**config.mk**
```make
export PLATFORM = sky130hd
export DESIGN_NAME = gbs_overlap
export DESIGN_NICKNAME = d
export VERILOG_FILES = /design/src/sv/gbs_pkg.sv /design/src/sv/gbs_overlap.sv
export SDC_FILE = /design/constraint.sdc
export NUM_CORES = 2
export LEC_CHECK = 0
export BUFFER_PORTS_ARGS = -buffer_cell sky130_fd_sc_hd__clkbuf_2
export CORE_ASPECT_RATIO = 2
export CORE_MARGIN = 2
export CORE_UTILIZATION = 55
export DETAILED_ROUTE_END_ITERATION = 8
export PLACE_DENSITY_LB_ADDON = 0.12
export SETUP_SLACK_MARGIN = 0.1
export SLEW_MARGIN = 40
export SYNTH_ARGS = -nofsm -noshare
export SYNTH_HDL_FRONTEND = slang
export SYNTH_SLANG_ARGS = --single-unit
```
**constraint.sdc**
```tcl
create_clock -name clock -period 10.99 [get_ports clock]
set_clock_uncertainty 0.05 [all_clocks]
set_input_delay 1.6485 -clock clock [delete_from_list [all_inputs] [get_ports clock]]
set_output_delay 1.6485 -clock clock [all_outputs]
set_load 0.01 [all_outputs]
```
**src/sv/gbs_pkg.sv**
```systemverilog
`timescale 1ns / 1ps
`default_nettype none
// ----------------------------------------------------------------------------
// Greedy box suppression package
// Shared types, widths and constants of the box suppression unit.
// ----------------------------------------------------------------------------
package gbs_pkg;

   localparam int COORD_W   = 16;
   localparam int AREA_W    = 32;
   localparam int THR_W     = 17;
   localparam int INDEX_W   = 16;
   localparam int REQ_DATA_W = 64;
   localparam int RSP_DATA_W = 24;

   localparam logic [THR_W-1:0]   THR_RESET = 17'd29491;
   localparam logic [INDEX_W-1:0] INDEX_MAX = 16'hFFFF;

   typedef struct packed {
      logic [COORD_W-1:0] height;
      logic [COORD_W-1:0] width;
      logic [COORD_W-1:0] top;
      logic [COORD_W-1:0] left;
   } box_type;

   typedef struct packed {
      logic [AREA_W-1:0] area;
      box_type           box;
   } entry_type;

   typedef struct packed {
      logic busy;
      logic hit_valid;
      logic hit;
   } ovl_status_type;

   typedef enum logic [1:0] {
      ST_IDLE,
      ST_SCAN,
      ST_DRAIN,
      ST_FINISH
   } state_type;

endpackage
`default_nettype wire

```
**src/sv/gbs_overlap.sv**
```systemverilog
`timescale 1ns / 1ps
`default_nettype none
// ----------------------------------------------------------------------------
// Overlap test pipeline
// Five stage IoU compare of the current box against one kept box per cycle.
// ----------------------------------------------------------------------------
module gbs_overlap (
   input  wire logic                             clock,
   input  wire logic                             reset,
   input  wire logic                             in_valid,
   input  wire gbs_pkg::box_type                 cur_box,
   input  wire logic [gbs_pkg::AREA_W-1:0]       cur_area,
   input  wire logic [gbs_pkg::THR_W-1:0]        threshold,
   input  wire gbs_pkg::entry_type               kept,
   output gbs_pkg::ovl_status_type               status
);

   localparam int EDGE_W = gbs_pkg::COORD_W + 2;
   localparam int UNI_W  = gbs_pkg::AREA_W + 1;
   localparam int PROD_W = gbs_pkg::THR_W + UNI_W;

   logic signed [EDGE_W-1:0] a_l, a_r, a_t, a_b;
   logic signed [EDGE_W-1:0] b_l, b_r, b_t, b_b;
   logic signed [EDGE_W-1:0] x1, x2, y1, y2, dx, dy;
   logic ox, oy;

   logic                             v1_ff, v2_ff, v3_ff, v4_ff, hv_ff;
   logic [gbs_pkg::COORD_W-1:0]      dx_ff, dy_ff;
   logic [gbs_pkg::AREA_W-1:0]       karea1_ff, karea2_ff;
   logic [gbs_pkg::AREA_W-1:0]       inter2_ff, inter3_ff, inter4_ff;
   logic [UNI_W-1:0]                 uni3_ff, uni_in;
   logic                             nz4_ff;
   logic [PROD_W-1:0]                prod4_ff;
   logic                             hit_ff, hit_in;

   always_comb begin
      a_l = EDGE_W'($signed(cur_box.left));
      a_t = EDGE_W'($signed(cur_box.top));
      a_r = a_l + $signed({2'b00, cur_box.width});
      a_b = a_t + $signed({2'b00, cur_box.height});
      b_l = EDGE_W'($signed(kept.box.left));
      b_t = EDGE_W'($signed(kept.box.top));
      b_r = b_l + $signed({2'b00, kept.box.width});
      b_b = b_t + $signed({2'b00, kept.box.height});
      x1  = (a_l > b_l) ? a_l : b_l;
      y1  = (a_t > b_t) ? a_t : b_t;
      x2  = (a_r < b_r) ? a_r : b_r;
      y2  = (a_b < b_b) ? a_b : b_b;
      dx  = x2 - x1;
      dy  = y2 - y1;
      ox  = (dx > 0);
      oy  = (dy > 0);
   end

   assign uni_in = {1'b0, cur_area} + {1'b0, karea2_ff} - {1'b0, inter2_ff};
   assign hit_in = nz4_ff && (PROD_W'({inter4_ff, 16'h0000}) > prod4_ff);

   always_ff @(posedge clock) begin
      if (reset) begin
         v1_ff <= 1'b0;
         v2_ff <= 1'b0;
         v3_ff <= 1'b0;
         v4_ff <= 1'b0;
         hv_ff <= 1'b0;
      end else begin
         v1_ff <= in_valid;
         v2_ff <= v1_ff;
         v3_ff <= v2_ff;
         v4_ff <= v3_ff;
         hv_ff <= v4_ff;
      end
   end

   always_ff @(posedge clock) begin
      // empty or touching overlap gives zero area
      dx_ff     <= (ox && oy) ? dx[gbs_pkg::COORD_W-1:0] : '0;
      dy_ff     <= (ox && oy) ? dy[gbs_pkg::COORD_W-1:0] : '0;
      karea1_ff <= kept.area;
      inter2_ff <= dx_ff * dy_ff;
      karea2_ff <= karea1_ff;
      uni3_ff   <= uni_in;
      inter3_ff <= inter2_ff;
      prod4_ff  <= threshold * uni3_ff;
      inter4_ff <= inter3_ff;
      nz4_ff    <= (uni3_ff != '0);
      hit_ff    <= hit_in;
   end

   assign status.busy      = v1_ff | v2_ff | v3_ff | v4_ff | hv_ff;
   assign status.hit_valid = hv_ff;
   assign status.hit       = hit_ff;

endmodule
`default_nettype wire
```
==> metrics.md <==
| Metric | Value |
|---|---|
| Status | complete, no violations |
| Crit path depth | 34 |
| CP top delay family | compound AO/OA/AOI/OAI gates |
| Vias per Instance | 5.459 |
| Layout cell share with drive strength beyond 1 | 7.809% |
| Worst Slack Setup Final | between 1 and 1.5 ns |
| Clk sinks | 282 |
| Buffers added on ports | 214 |
| Hold Startpoint | inter3_ff[9] |
| Post-CTS sizing | 0 |
| Yosys cell types | 81 |
| GR Util All Layers | 29.18% |
| Post-DP HPWL | 87.97 mm |
| Nature of the critical path startpoint | primary input |
| Crit path DAT | 10.08 ns |
| Area of the mapped netlist | 41760 um2 |
| Slew @ Worst Pin | about 0.93 ns |
| Cells after synthesis | 4698 |
| Depth of the worst register-to-register path | 23 |
| Root buffer cell | clkbuf_16 |
| Post-synth ARST share | 0% |
| Final net count | just over 6000 |
| Via count | 31900 |
| H-tree depth | 1 |
| Final period util | 87.86% |
| Number of synthesized flops with an enable pin | 0 |
| Crit-path slowest cell | xnor2_1 |
| Max_slew headroom | 37.82% |
| Share of the synthesized area in the top cell type | 33.36% |
| RR Startpoint | dx_ff[9] |
| Critical Path Start | cur_box[0] |
| Die area | 78280 um2 |
| Placed cell area | 43710 um2 |
| CTS tree | done |
| Cts bufs inserted | 30 |
| Leading area contributor after synthesis | fa_1 |
| First-pass DRT Iterations | 5 |
| Worst setup path end | dx_ff[4] |
| WP buf/inv | 4 |
| Rows | 143 |
| Vert. Die Dim | 393.7 um |
| Most frequent cells in the layout | inv_1 (977), fa_1 (696), nand2_1 (660) |
| Initial antenna violation count | 0 |
| Max Clock Freq | approximately 0.10 GHz |
| Setup WS pre-CTS | 0.9923 ns |
| Total grt overflow | 0 |
| Post-layout util | 59.26% |
| Fill count | 6839 |
| Crit path largest cell delay | 0.59 ns |
| Synth Warn # | 0 |
| # hold bufs at CTS | 0 |
| Post-CTS setup buffers | 0 |
| N_diodes | 0 |
| Clk buf depth | 3 |
| CP endpoint kind | flop |
| Synth Flop Type | dfxtp_1 |
| Post-route minimum period | around 9.7 ns |
| Drt wl/cell | 18.60 um |
| GP Congestion | roughly 0.91 |
| Initial DRC Count | 1628 |
| Syn_area_per_cell | 8.889 um2 |
| Max cap viols | 0 |
| Layout area overhead | 7.146% |
| Reg-to-Reg End | inter2_ff[31] |
| Final WL | around 110 mm |
| #FFs+latches synth | roughly 280 |
| Commonest non-fill, non-tap cell in the layout | inv_1 |
| Crit path max fanout | 16 |
| Critical Path RT | between 10 and 15 ns |
| Remaining DRCs | 0 |
| CORE AREA | 75500 um2 |
| Setup TNS | 0 ns |
| Initial Util | 55.31% |
| Final setup vio count | 0 |
| Post-Syn Nets | 6065 |
| R2R Setup Slk | 3.54 ns |
| Clock slew at reported path FFs | about 0.060 ns |
| Crit path kind | in -> reg |
| Non-Filler Cell Area, Final | 44750 um2 |
| Clk_lat worst skew | approximately 0.58 ns |
| HP Class | reg -> reg |
| Area contributors post-synth | fa_1 (33%), ha_1 (14%), dfxtp_1 (14%) |
| Final Hold Vio Count | 0 |
| RSZ-0062 raised after global routing | false |
| Final max-slew violation count | 0 |
| Die Wd | roughly 200 um |
| Number of global-route vias before repair | 34340 |
| ANT nets after route | 0 |
| First-pass GRT wire length | between 150 and 200 mm |
| I/O pins | ~220 |
| Sequential share of the synthesized area | a little over an eighth |
| Pin count of the biggest net entering global routing | 34 |
how the worst min path moves through the flow:
stage	endpoint	slack, ns	cells past startpoint
after global routing	inter4_ff[9]	0.27	0
after global placement	karea2_ff[28]	0.26	0
after CTS	inter4_ff[9]	0.27	0
after floorplan	inter4_ff[0]	0.26	0
final	inter4_ff[9]	0.27	0
after detailed placement	inter4_ff[1]	0.26	0
sequential cells by signal, indices dropped and copies added, names as in the netlist:
signal	count
prod4_ff	50
uni3_ff	33
inter2_ff	32
inter3_ff	32
inter4_ff	32
karea1_ff	32
karea2_ff	32
dx_ff	16
dy_ff	16
hit_ff	1
hv_ff	1
nz4_ff	1
v1_ff	1
v2_ff	1
v3_ff	1
v4_ff	1
cell families (layout without fill, tap and decap cells):
group	Yosys count	after routing	synth area share (%)
flops	282	282	13.52
buf+inv	1145	1275	10.36
simple gates	1303	1303	14.81
xor+xnor	188	188	3.943
fa+ha+maj	1155	1155	47.12
mux	50	50	1.282
compound gates	575	575	8.967
synthesized netlist by cell type (5+ instances only):
master	number
o21ai_1	12
or3_1	6
o21bai_1	24
mux2_2	18
clkbuf_1	155
nand2_1	660
o31ai_1	11
inv_1	977
fa_1	696
a2111oi_0	7
and2_1	236
and3_1	21
dfxtp_1	282
nor3_2	9
nor3b_2	9
a21o_1	96
xnor2_1	135
or4_1	5
a31o_2	6
o21ai_0	83
buf_2	5
nor3_1	48
nor2b_1	37
a31oi_1	17
o21a_1	28
nand3_1	32
a21boi_0	7
and4_1	9
xor2_1	53
a211oi_1	23
nor4_1	19
o211ai_1	11
nand4_1	24
nor2_1	141
mux2i_1	31
nand2b_1	35
ha_1	459
a21oi_1	185
metal layers:
| layer | vias to the layer above | global-route usage [%] | wire length, um |
|---|---|---|---|
| li1 | 14780 | - | - |
| met2 | 907 | 51.99 | 55430 |
| met4 | 0 | 9.568 | 4204 |
| met3 | 223 | 2.875 | 5590 |
| met1 | 15990 | 36.80 | 43450 |
| met5 | - | 0 | 0 |
through the flow:
stage | hold slack (ns) | std cells
after global placement | 0.2604 | 5787
final | 0.2692 | 5843
after global routing | 0.2746 | 5843
after CTS | 0.2715 | 5843
after detailed placement | 0.2621 | 5787
after floorplan | 0.2596 | 4698
cell type report:
type                       count  area (um2)  share of cell area, %
clock buffer                  38       810.8                  1.812
clock inverter                18       219.0                 0.4893
inverter                     977        3667                  8.196
multi-input combinational   3271       31800                  71.06
sequential                   282        5679                  12.69
tap                         1015        1270                  2.838
timing repair buffer         242        1301                  2.908
worst register-to-register path, stage by stage (launching register included):
cell      delay [ns]
dfxtp_1         0.86
nand2_1         0.18
fa_1            0.59
inv_1           0.07
fa_1            0.48
inv_1           0.05
fa_1            0.50
inv_1           0.06
fa_1            0.57
inv_1           0.07
fa_1            0.48
inv_1           0.05
fa_1            0.45
ha_1            0.34
and3_1          0.25
a221oi_1        0.43
o21ai_1         0.22
a41o_1          0.33
a211oi_1        0.24
nor2_1          0.10
or4_1           0.45
a31o_2          0.27
a21oi_1         0.18
xnor2_1         0.13
Power is left out: the tool's default activity adds up to more than one toggle a clock period on the data nets, which glitch-free logic cannot reach.
